## config.mk

```make
export PLATFORM = sky130hd
export DESIGN_NAME = bcld_ram
export DESIGN_NICKNAME = d
export VERILOG_FILES = /design/src/rtl/bcld_ram.sv
export SDC_FILE = /design/constraint.sdc
export NUM_CORES = 2
export LEC_CHECK = 0
export BUFFER_PORTS_ARGS = -buffer_cell sky130_fd_sc_hd__buf_2
export CAP_MARGIN = 20
export CORE_MARGIN = 2
export CORE_UTILIZATION = 45
export DETAILED_ROUTE_END_ITERATION = 8
export GPL_TIMING_DRIVEN = 0
export PLACE_DENSITY_LB_ADDON = 0.12
export SLEW_MARGIN = 15
export SYNTH_ARGS = -nofsm -noshare
export SYNTH_HDL_FRONTEND = slang
export SYNTH_SLANG_ARGS = --single-unit
```

## constraint.sdc

```tcl
create_clock -name aclk -period 10.49 [get_ports aclk]
set_clock_uncertainty 0.2 [all_clocks]
set_input_delay 0.5245 -clock aclk [delete_from_list [all_inputs] [get_ports aclk]]
set_output_delay 0.5245 -clock aclk [all_outputs]
set_load 0.05 [all_outputs]
```

## src/rtl/bcld_ram.sv

```systemverilog
`timescale 1ns / 1ps

module bcld_ram #(
    parameter int WIDTH = 32,
    parameter int DEPTH = 64
) (
    input  logic                     aclk,
    input  logic                     wr_en,
    input  logic [$clog2(DEPTH)-1:0] wr_addr,
    input  logic [WIDTH-1:0]         wr_data,
    input  logic                     rd_en,
    input  logic [$clog2(DEPTH)-1:0] rd_addr,
    output logic [WIDTH-1:0]         rd_data
);

    logic [WIDTH-1:0] mem [DEPTH];
    logic [WIDTH-1:0] rd_data_reg;

    always_ff @(posedge aclk) begin
        if (wr_en) begin
            mem[wr_addr] <= wr_data;
        end
        if (rd_en) begin
            rd_data_reg <= mem[rd_addr];
        end
    end

    assign rd_data = rd_data_reg;

endmodule

```

======== Word-level counts from Yosys, hierarchy flattened ========
Memories as Yosys holds them, arrays and structs flattened. A register that Yosys moved wholly into a read port is not among the register bits.
Index checks and enable logic that the tools add are counted.
storage, ports and cells
  register bits after elaboration ......... 0
  bits in latches ......................... 0
  RAM bits ................................ 2048
  ROM bits ................................ 0
  input port bits ......................... 47
  output and inout port bits .............. 32
  memories ................................ 1
memories
  memory  words  width  read ports  clocked after memory_dff  write ports  line  source
  mem     64     32     1           1                         1            16    logic [WIDTH-1:0] mem [DEPTH];
operators by class
  $add $sub $neg .......................... 0
  multipliers ............................. 0
  div/mod/pow operators ................... 0
  $lt $le $gt $ge ......................... 0
  equal/unequal tests ..................... 0
  shift operators ......................... 0
  mux-type cells .......................... 2
  bitwise gates (word level) .............. 0
  reduce and logical (&&, ||, !) cells .... 0
operators by type and width
  cell               count
  two-way mux 1 bit  2

======== Depth between registers and ports, before layout ========
  depth after elaboration ................. 2
  mapped depth ............................ 10

======== Least setup slack after synthesis ========
Ideal clock, no wire load.
  kind .................................... input-to-reg
  start ................................... in wr_addr[3]
  end ..................................... mem mem[48][0], enable pin
  setup time .............................. 461 ps
  arrival time ............................ 3223 ps
  path slack .............................. 6606 ps
  cell stages on the path ................. 4
  path buffers ............................ 1
  path through ............................ clkbuf_1 > nor2b_1 > nand4b_1 > nor3_1
RTL lines
  item         line  source
  from (decl)  9     input logic [$clog2(DEPTH)-1:0] wr_addr,
  to (decl)    16
Straight into the memory's write port.

==> impl_metrics.csv <==
group,metric,value,unit
layout,fin_cells,6259,
critical_path,crit_path_start_kind,"primary input",
yosys,syn-mean-instance-area,23.7,um2
hold_path,holdPathStages,1,
yosys,yosys_warnings,0,
hold_path,hp-start,"wr_data[5]",
global_route,grt_overflow_total,0,
critical_path,setup.worst_path.end_class,"flop",
yosys,synth_nets,3371,
routing,wl,250000,um
timing,finalWorstPathRequiredPeriod,4.40,ns
layout,drive_gt1_share,31.1,%
pwr,peakVddDrop,0.177,mV
critical_path,r2r_start,"mem[24][18]",
critical_path,r2r_slack,7.27,ns
placement,io_buffers,70,
routing,drc,0,
yosys,ys_seq_area_share,79.2,%
routing,routedWlPerCell,39.9,um
run,cap_viol_max_count,0,
timing,hold_viol,0,
timing,fmax,0.227,GHz
global_route,grt_pass1_vias,39100,
critical_path,cp.arrival,4.78,ns
global_route,antenna_found_initial,22,
placement,place_area,85700,um2
timing,setup_tns,0,ns
pwr,p_per_area,191,nW/um2
layout,area_growth,17.5,%
critical_path,crit_fanout,10,
global_route,use_met2,43.6,%
placement,hpwl,166000,um
global_route,grt_first_pass_wirelength,335000,um
cts,path_clk_slew,0.06,ns
timing,tightest_slew,1.23,ns
cts,cts_buffer_depth,3,
timing,setup_viol,0,
floorplanning,io_pins,79,
cts,worst_skew_pair.late_latency,0.86,ns
critical_path,path_class,"primary input to flop",
layout,largest_register_ffs,2048,
hold_path,whs_endpoint,"mem[4][5]",
timing,whs,0.0377,ns
yosys,yosys_register_bits,2080,
global_route,busiest_layer,"met2",
timing,drv_slew,0,
global_route,grt_max_degree,65,
global_route,grt_use_total,28.1,%
pwr,power_leakage,0.0289,uW
routing,drtIter0Drc,6301,
floorplanning,rows,153,
floorplanning,start_util,45.3,%
cts,htree_levels,4,
critical_path,r2r_cells,4,
routing,route.vias.total,39800,
timing,fin_crit_sh,41.9,%
floorplanning,core_area,174000,um2
placement,place_inst,5860,
floorplanning,die_area,179000,um2
yosys,syn_area,78800,um2
cts,cts_sinks,2080,
routing,dr.pass1.iters,6,
critical_path,r2r-end,"rd_data[18]",
run_status,status,"finished clean",
yosys,netlist_instances,3324,
layout,postLayoutCoreUtil,53.2,%
layout,fin_area,92600,um2
global_route,globalRouteMet3Util,5.70,%
yosys,ys_types,33,
timing,max-slew-margin-rel,18.2,%
routing,routed_via_density,6.36,
routing,ant_nets,0,
timing,rsz0062_at_grt,"no",
cts,cts_buffers,208,
global_route,grt_use_met1,37.9,%
layout,n_fill_cell,13000,
cts,cts_root_buf,"clkbuf_16",
hold_path,hold_class,"primary input to flop",
layout,fin_nets,3800,
cts,post_cts_resized,0,
floorplanning,die_w,423,um
floorplanning,die_y,423,um
cts,tritoncts,"built",
placement,gp_congestion,0.897,
critical_path,required,10.87,ns
-- per-layer routing --
metal | wire length, um | part of all wire [%]
met5 | 11 | 0.0044
met4 | 14400 | 5.8
met3 | 25700 | 10
met2 | 117000 | 47
met1 | 92900 | 37
-- worst max path at each step --
stage / start / to / slack [ns] / cells after the start
after floorplan: wr_addr[3] / mem[48][0] / 6.61 / 4
after global placement: wr_addr[3] / mem[48][16] / 3.14 / 4
after detailed placement: rd_addr[1] / rd_data[3] / 5.50 / 9
after CTS: rd_addr[1] / rd_data[15] / 6.35 / 9
after global routing: rd_addr[1] / rd_data[15] / 6.24 / 9
final: rd_addr[1] / rd_data[15] / 6.09 / 9
-- area by class of cell --
type	count	area, um2	share of cell area (%)
Antenna cell	13	32.5	0.0351
Buffer	182	906	0.978
Clock buffer	252	5430	5.87
Clock inverter	126	1320	1.42
Multi-Input combinational cell	1062	16000	17.2
Sequential cell	2080	62500	67.5
Tap cell	2325	2910	3.14
Timing Repair Buffer	219	3570	3.86
-- synthesized netlist by cell type --
library cell	count	area share, %
a21oi_1	62	0.39
a22oi_1	12	0.11
a311oi_1	8	0.089
a31oi_1	1	0.0079
a41o_1	4	0.051
and2_1	2	0.016
and3_1	4	0.032
buf_1	21	0.10
buf_2	57	0.36
buf_4	25	0.24
buf_6	5	0.071
clkbuf_1	74	0.35
edfxtp_1	2080	79
mux2i_1	93	1.2
mux4_2	544	16
nand2_1	26	0.12
nand2b_1	8	0.063
nand3_1	5	0.032
nand3b_1	5	0.048
nand4_1	2	0.016
nand4b_1	1	0.011
nor2_1	137	0.65
nor2b_1	15	0.12
nor3_1	7	0.044
o221ai_1	27	0.30
o22ai_1	84	0.67
o32ai_1	4	0.044
or2_0	1	0.0079
or2_1	1	0.0079
or2_2	1	0.0079
or3_1	3	0.024
or3b_1	2	0.022
or3b_2	3	0.033
-- report_power, final --
part | total (uW) | switching (uW) | leakage [uW] | internal, uW
Clock | 7390 | 3180 | 0.00328 | 4210
Combinational | 1060 | 732 | 0.00685 | 327
Sequential | 9230 | 14.7 | 0.0187 | 9220
-- logic make-up after synthesis --
group                  after synthesis  synth area share, %
and+or+nand+nor                    223                 1.26
muxes                              637                 16.7
buffers and inverters              182                 1.12
AOI/OAI and AO/OA                  202                 1.67
DFF                               2080                 79.2
-- cells in the final DEF (no fill, tap or decap), types with 4 or more instances in the layout --
| cell | count |
|---|---|
| o32ai_1 | 4 |
| o22ai_1 | 84 |
| buf_6 | 16 |
| clkbuf_1 | 101 |
| nor3_1 | 5 |
| clkinv_1 | 46 |
| clkinv_2 | 35 |
| nand3_1 | 5 |
| nor2b_1 | 15 |
| a41o_1 | 4 |
| and3_1 | 4 |
| buf_8 | 5 |
| mux4_2 | 544 |
| nand2b_1 | 8 |
| clkinvlp_4 | 7 |
| clkinv_8 | 5 |
| mux2i_1 | 93 |
| o221ai_1 | 27 |
| bufinv_16 | 21 |
| buf_12 | 59 |
| nor2_4 | 62 |
| a311oi_1 | 8 |
| a21oi_1 | 62 |
| buf_1 | 19 |
| clkbuf_16 | 211 |
| edfxtp_1 | 2080 |
| a22oi_1 | 12 |
| nor2_1 | 75 |
| buf_16 | 60 |
| clkinv_4 | 5 |
| dlygate4sd3_1 | 6 |
| nand3b_1 | 5 |
| clkbuf_2 | 14 |
| buf_4 | 61 |
| buf_2 | 101 |
| nand2_1 | 26 |
| diode_2 | 13 |
-- what timing repair did --
action | in CTS | in global routing
setup buffers | 0 | 0
hold endpoints to repair | 70 | 17
hold buffers | 5 | 1
setup endpoints to repair | 0 | 0
-- per-stage QoR --
stage	worst slack, ns	power [uW]
CTS	6.35	17800
floorplan	6.61	9900
global route	6.24	18100
finish	6.09	17700
detailed placement	5.50	10500
global placement	3.14	10400
-- worst max-delay path, stage by stage --
cell	delay (ns)
buf_2	0.41
buf_2	0.54
buf_2	0.46
clkbuf_1	0.74
mux4_2	0.36
mux2i_1	0.12
a21oi_1	0.89
a21oi_1	0.22
nor2_1	0.48
No activity file was read; power rests on OpenSTA's default activity.
