[src/rtl/bcld_pkg.sv]
`timescale 1ns / 1ps

package bcld_pkg;

    localparam int TAG_W   = 32;
    localparam int STAMP_W = 64;
    localparam int SLOT_W  = 6;

    // A slot that has been handed out and not yet released carries this stamp.
    localparam logic [STAMP_W-1:0] STAMP_BUSY = {STAMP_W{1'b1}};

    localparam logic REQ_GET     = 1'b0;
    localparam logic REQ_RELEASE = 1'b1;

    // Input tdata, lowest bit first: block_pos, slot_in, dirty, pad.
    typedef struct packed {
        logic              pad;
        logic              dirty;
        logic [SLOT_W-1:0] slot_in;
        logic [TAG_W-1:0]  block_pos;
    } in_data_t;

    // Output tdata, lowest bit first: hit, slot_out, fetch_needed, write_back,
    // backing_pos, victim_busy, pad.
    typedef struct packed {
        logic [5:0]        pad;
        logic              victim_busy;
        logic [TAG_W-1:0]  backing_pos;
        logic              write_back;
        logic              fetch_needed;
        logic [SLOT_W-1:0] slot_out;
        logic              hit;
    } out_data_t;

    // Control from the sequencer to the scan unit.
    typedef struct packed {
        logic start;
        logic issue;
    } scan_ctl_t;

    // Status from the scan unit back to the sequencer.
    typedef struct packed {
        logic hit;
        logic busy;
    } scan_stat_t;

endpackage

[src/rtl/bcld_scan.sv]
`timescale 1ns / 1ps

module bcld_scan
    import bcld_pkg::*;
#(
    parameter int NUM_SLOTS = 64
) (
    input  logic                         aclk,
    input  logic                         aresetn,
    input  scan_ctl_t                    ctl,
    input  logic [$clog2(NUM_SLOTS)-1:0] idx,
    input  logic [TAG_W-1:0]             pos,
    input  logic [TAG_W-1:0]             tag_data,
    input  logic [STAMP_W-1:0]           stamp_data,
    output scan_stat_t                   stat,
    output logic [$clog2(NUM_SLOTS)-1:0] hit_idx,
    output logic [$clog2(NUM_SLOTS)-1:0] min_idx
);

    localparam int IDX_W = $clog2(NUM_SLOTS);

    logic             vld_reg;
    logic [IDX_W-1:0] idx_reg;
    logic             hit_reg;
    logic [IDX_W-1:0] hit_idx_reg;
    logic             min_valid_reg;
    logic [IDX_W-1:0] min_idx_reg;
    logic [STAMP_W-1:0] min_stamp_reg;

    // The index is delayed so that it lines up with the registered RAM read.
    always_ff @(posedge aclk) begin
        if (!aresetn) begin
            vld_reg <= 1'b0;
        end else begin
            vld_reg <= ctl.issue;
        end
        idx_reg <= idx;
    end

    always_ff @(posedge aclk) begin
        if (!aresetn || ctl.start) begin
            hit_reg       <= 1'b0;
            min_valid_reg <= 1'b0;
        end else if (vld_reg) begin
            // Only the first match counts; strict compare keeps the lowest
            // slot on a tie of stamps.
            if (!hit_reg && tag_data == pos) begin
                hit_reg     <= 1'b1;
                hit_idx_reg <= idx_reg;
            end
            if (!min_valid_reg || stamp_data < min_stamp_reg) begin
                min_valid_reg <= 1'b1;
                min_idx_reg   <= idx_reg;
                min_stamp_reg <= stamp_data;
            end
        end
    end

    assign stat.hit  = hit_reg;
    assign stat.busy = min_stamp_reg == STAMP_BUSY;
    assign hit_idx   = hit_idx_reg;
    assign min_idx   = min_idx_reg;

endmodule

[config.mk]
export PLATFORM = sky130hd
export DESIGN_NAME = bcld_scan
export DESIGN_NICKNAME = d
export VERILOG_FILES = /design/src/rtl/bcld_pkg.sv /design/src/rtl/bcld_scan.sv
export SDC_FILE = /design/constraint.sdc
export NUM_CORES = 1
export LEC_CHECK = 0
export BUFFER_PORTS_ARGS = -buffer_cell sky130_fd_sc_hd__buf_2
export CAP_MARGIN = 20
export CORE_AREA = 3 3 101 176
export CTS_BUF_LIST = sky130_fd_sc_hd__clkbuf_8
export CTS_CLUSTER_DIAMETER = 50
export DETAILED_ROUTE_END_ITERATION = 12
export DIE_AREA = 0 0 104 179
export PLACE_DENSITY = 0.45
export SLEW_MARGIN = 30
export SYNTH_ARGS = -nofsm -noshare
export SYNTH_HDL_FRONTEND = slang
export SYNTH_SLANG_ARGS = --single-unit
[constraint.sdc]
create_clock -name aclk -period 4.6 [get_ports aclk]
set_clock_uncertainty 0.1 [all_clocks]
set_input_delay 0.46 -clock aclk [delete_from_list [all_inputs] [get_ports aclk]]
set_output_delay 0.46 -clock aclk [all_outputs]
set_load 0.02 [all_outputs]
======== Word-level counts from Yosys, hierarchy flattened ========
Index checks and enable logic that the tools add are counted.
word-level totals
  register bits after elaboration ......... 85
  logic and storage cells ................. 21
  bits of input ports ..................... 138
  output and inout bits ................... 14
operators by class
  bitwise gates (word level) .............. 1
  eq/ne operators ......................... 2
  $lt $le $gt $ge ......................... 1
  reduce and logical (&&, ||, !) cells .... 10
operators by type and width
  cell                                   count
  == test 64 bit, second input constant  1
  < comparator 64 bit                    1
  == test 32 bit                         1
  AND reduction 3 bit                    2
  AND reduction 2 bit                    2
  logical NOT 1 bit                      3
  logical OR 1 bit                       2
  logical AND 1 bit                      1
  inverter 1 bit                         1

======== Longest topological paths before layout ========
  depth in word-level cells ............... 4
  mapped depth ............................ 8
  depth with buffers taken out ............ 8

======== Least setup slack after synthesis ========
OpenSTA, ideal clock, no wires.
  path kind ............................... input port to flip-flop
  start ................................... input port stamp_data[22]
  end ..................................... register min_idx_reg[0], in the netlist min_idx[0] (enable)
  slack ................................... 0.937 ns
  data arrival time ....................... 3.130 ns
  cell stages on the path ................. 7
  path through ............................ ha_1 > a21oi_1 > nand2_1 > a221oi_1 > o211ai_2 > a21oi_1 > o21a_1
between the ends
  word-level cells in the longest chain between the ends .. 3
RTL lines
  item                           line             text
  from (decl)                    bcld_scan.sv:14  input logic [STAMP_W-1:0] stamp_data,
  < comparator 64 bit            bcld_scan.sv:51  if (!min_valid_reg || stamp_data < min_stamp_reg) begin
  logical OR 1 bit               bcld_scan.sv:51
  AND reduction 3 bit (no line)  n/a
  to (signal assigned)           bcld_scan.sv:53  min_idx_reg <= idx_reg;
  to (decl)                      bcld_scan.sv:27  logic [IDX_W-1:0] min_idx_reg;
Every way passes these cells.
A chain may end at the register's enable or synchronous reset.

======== Final worst setup path ========
  start ................................... register min_stamp_reg[22]
  end ..................................... register min_stamp_reg[61] (enable)
between the ends
  word-level cells in the longest chain between the ends .. 3
RTL lines
  item                           line             text
  from (decl)                    bcld_scan.sv:28  logic [STAMP_W-1:0] min_stamp_reg;
  from (signal assigned)         bcld_scan.sv:54  min_stamp_reg <= stamp_data;
  < comparator 64 bit            bcld_scan.sv:51
  logical OR 1 bit               bcld_scan.sv:51
  AND reduction 3 bit (no line)  n/a
Every way passes these cells.

==> impl_table.tex <==
\begin{tabular}{lr}
\hline
Metric & Value \\
\hline
\multicolumn{2}{l}{\textbf{Yosys}} \\
\quad Post-synthesis register bit count & 85 \\
\quad Number of different library cells in the post-synthesis netlist & 35 \\
\quad Mapped Avg Cell Area & 11.8 µm² \\
\quad Post-Syn Instances & approximately 390 \\
\quad Synth warnings & 0 \\
\quad Asr flop ratio synth & 0\% \\
\quad Flip-flop cell with the highest count after synthesis & edfxtp\_1 \\
\quad Count of flip-flops with a built-in enable after synthesis & 76 \\
\quad Sequential-to-total area share from yosys stat & between 50\% and 60\% \\
\quad Post-synth design cell area & roughly 4600 µm² \\
\quad Post-Synthesis Net Count & 590 \\
\multicolumn{2}{l}{\textbf{Clock tree}} \\
\quad Clock buffer count from CTS & 9 \\
\quad CTS Root Cell & clkbuf\_8 \\
\quad Quantity of hold-fixing buffers added after cts & 0 \\
\quad Maximum number of buffers from clock root to sink & 2 \\
\quad Total number of clock tree sinks & 85 \\
\quad Clock tree from TritonCTS & built \\
\quad Worst-Skew Late Latency & about 0.36 ns \\
\quad Total number of H-tree levels & 3 \\
\quad Clock transition at path regs & 0.10 ns \\
\quad Setup Fix Bufs, Post-CTS & 0 \\
\quad Number of instances resized during post-cts repair & 0 \\
\multicolumn{2}{l}{\textbf{Floorplan}} \\
\quad Die extent in y & $\sim$180 µm \\
\quad Full die area & 18600 µm² \\
\quad \# rows & between 60 and 70 \\
\quad Top-Level Pins & 152 \\
\quad Horiz. Die Dim & 104 µm \\
\quad Initial core utilization & 28.0\% \\
\quad Total core area & between 15000 and 20000 µm² \\
\multicolumn{2}{l}{\textbf{Cells and area}} \\
\quad Non-filler cells, final & 780 \\
\quad Area added between synthesis and finish & 27.4\% \\
\quad Flip-flop count of the largest register after layout & 64 \\
\quad Layout cells sized above 1 & a little under a third \\
\quad NumNets Final & 752 \\
\quad Ant. Diodes & 0 \\
\multicolumn{2}{l}{\textbf{Timing}} \\
\quad Number of hold violations in the final report & 0 \\
\quad Fraction of the cycle the final worst path needs & 65.1\% \\
\quad Slew of the pin with the lowest slew margin & roughly 0.60 ns \\
\quad Smallest setup slack after layout & about 1.6 ns \\
\quad Clock period minus worst slack & between 2 and 3 ns \\
\quad Unrepaired setup endpoints after global routing & no \\
\quad Final setup viols & 0 \\
\quad Fmax achieved & 334 MHz \\
\quad Worst slew margin & 59.8\% \\
\quad Post-route setup TNS & 0 ns \\
\quad Max Slew Vio Count & 0 \\
\multicolumn{2}{l}{\textbf{Place}} \\
\quad Quantity of I/O buffers inserted on ports & around 150 \\
\quad Worst setup slack before clock tree synthesis & 1.31 ns \\
\quad Placer Congestion & 0.840 \\
\quad Post-detailed-placement half-perimeter wirelength & 9540 µm \\
\quad Post-placement cell count & 764 \\
\multicolumn{2}{l}{\textbf{Drt}} \\
\quad Antenna Violating Nets Remaining & 0 \\
\quad Post-Route WL & 11500 µm \\
\quad Via count & about 3400 \\
\quad Avg WL per Cell & 14.7 µm \\
\quad DR iter-0 viols & 87 \\
\quad Vias per cell & 4.42 \\
\quad DR pass1 iterations & 4 \\
\quad Final routed DRC violation total & 0 \\
\multicolumn{2}{l}{\textbf{GRT}} \\
\quad Overall fraction of global-route tracks in use & 12.6\% \\
\quad First-pass GRT wire length & 18000 µm \\
\quad Largest net degree at the start of global routing & 39 \\
\quad Number of antenna violations at the first check in global routing & 0 \\
\quad Number of global-route vias before repair & 3653 \\
\quad Overall overflow remaining after global route & 0 \\
\multicolumn{2}{l}{\textbf{Setup path}} \\
\quad Element type at the critical path end & flip-flop \\
\quad Setup slack of the worst register-to-register path & roughly 1.6 ns \\
\quad FF-to-FF path depth & 9 \\
\quad Required time worst endpoint & 4.55 ns \\
\quad Reg-to-reg critical path startpoint & min\_stamp\_reg[22] \\
\quad Arrival @ worst endpoint & 2.94 ns \\
\quad Maximum fanout count along the critical path & 38 \\
\quad Critical Setup Path Class & reg -> reg \\
\quad Type of element launching the critical path & flip-flop \\
\quad Destination of the worst register-to-register timing path & min\_stamp\_reg[61] \\
\multicolumn{2}{l}{\textbf{Min path}} \\
\quad Cell depth of the worst hold path & 1 \\
\quad Worst Hold Class & in -> reg \\
\quad Min-Delay Startpoint & idx[5] \\
\quad Worst hold path endpoint & idx\_reg[5] \\
\multicolumn{2}{l}{\textbf{Power}} \\
\quad Standby leakage power & approximately 2.7 nW \\
\quad Total power divided by cell area & 275 nW/µm² \\
\quad Peak supply drop & 0.128 mV \\
\multicolumn{2}{l}{\textbf{Job}} \\
\quad Max-Cap Viols & 0 \\
\multicolumn{2}{l}{\textbf{Run status}} \\
\quad Result of the run & finished clean \\
\hline
\end{tabular}
[worst max path at each step]
stage / startpoint / cells after the start / slack (ns) / to
floorplan: stamp_data[22] / 7 / 0.94 / min_idx[0]
global placement: stamp_data[19] / 8 / 1.21 / min_stamp_reg[59]
detailed placement: stamp_data[17] / 9 / 1.31 / min_stamp_reg[18]
CTS: min_stamp_reg[19] / 9 / 1.50 / min_stamp_reg[25]
global route: min_stamp_reg[22] / 9 / 1.32 / min_stamp_reg[16]
finish: min_stamp_reg[22] / 9 / 1.60 / min_stamp_reg[61]
[cells in the mapped netlist (2+ instances only)]
library cell  number  area, µm²
and4_1             2       17.5
nand4_1           23        144
edfxtp_1          76       2280
nor2_1             8       30.0
o211ai_1           2       15.0
ha_1              63        788
o21ai_1            2       10.0
nand2_1           24       90.1
nor3_1             3       15.0
nor4_1            11       68.8
nor2b_1            2       12.5
o21a_1             5       37.5
xnor2_1            8       70.1
nand4_2            2       25.0
dfxtp_1            9        180
a211oi_1           3       22.5
a21oi_1           28        140
o21ai_0           10       50.1
nand3_1            5       25.0
xor2_1            24        210
inv_1             65        244
[placed cells by master (no fill, tap or decap), types with 3 or more instances in the layout]
cell and instances:
nand4_1 23, ha_1 63, o21a_1 4, clkbuf_8 9, xor2_1 24, inv_1 65
nand2_1 24, a211oi_1 3, edfxtp_1 76, nor3_1 3, nor2_1 8, xnor2_1 8
buf_2 151, nand3_1 5, dfxtp_1 9, o21ai_0 10, nor4_1 11, a21oi_1 28
[area by class of cell]
class                           instances  area, µm²
Clock buffer                            9        124
Clock inverter                          7       80.1
Fill cell                            1724      10600
Tap cell                              224        280
Inverter                               65        244
Multi-Input combinational cell        238       1890
Sequential cell                        85       2460
Timing Repair Buffer                  152        776
[kinds of logic after synthesis]
| family | count (synthesis) | synth area share (%) |
|---|---|---|
| xor+xnor | 32 | 6.09 |
| flops | 85 | 53.5 |
| fa+ha+maj | 63 | 17.1 |
| compound gates | 58 | 7.54 |
| simple gates | 85 | 10.2 |
| buf+inv | 66 | 5.47 |
[worst max-delay path: stages (launching register included)]
cell and delay [ns]:
edfxtp_1 0.40, inv_1 0.07, ha_1 0.24, a21oi_1 0.15, nand2_1 0.07, a221oi_1 0.52, o211ai_2 0.14, a21oi_1 0.18
o21a_4 0.49, buf_12 0.30
[power breakdown]
group / total [mW] / internal (mW) / switching (mW)
clock: 0.558 / 0.261 / 0.298
combinational: 0.186 / 0.0934 / 0.0929
sequential: 0.864 / 0.856 / 0.00738
[routing by layer]
| layer | global-route usage [%] | wire length (µm) |
|---|---|---|
| met3 | 3.14 | 738 |
| met4 | 4.88 | 210 |
| met5 | 0 | 0 |
| met1 | 13.0 | 4320 |
| met2 | 24.2 | 6210 |
[through the flow]
step                      cell area [µm²]  util (%)  total power, mW  hold WS (ns)
after global routing                 5860      35.6             1.70        0.0583
final                                5860      35.6             1.61        0.0917
after floorplan                      4600         -            0.969         0.304
after global placement               5640      34.3             1.07         0.309
after CTS                            5860      35.6             1.64        0.0600
after detailed placement             5660      34.4             1.07         0.316
Power figures use the tool's default switching activity.
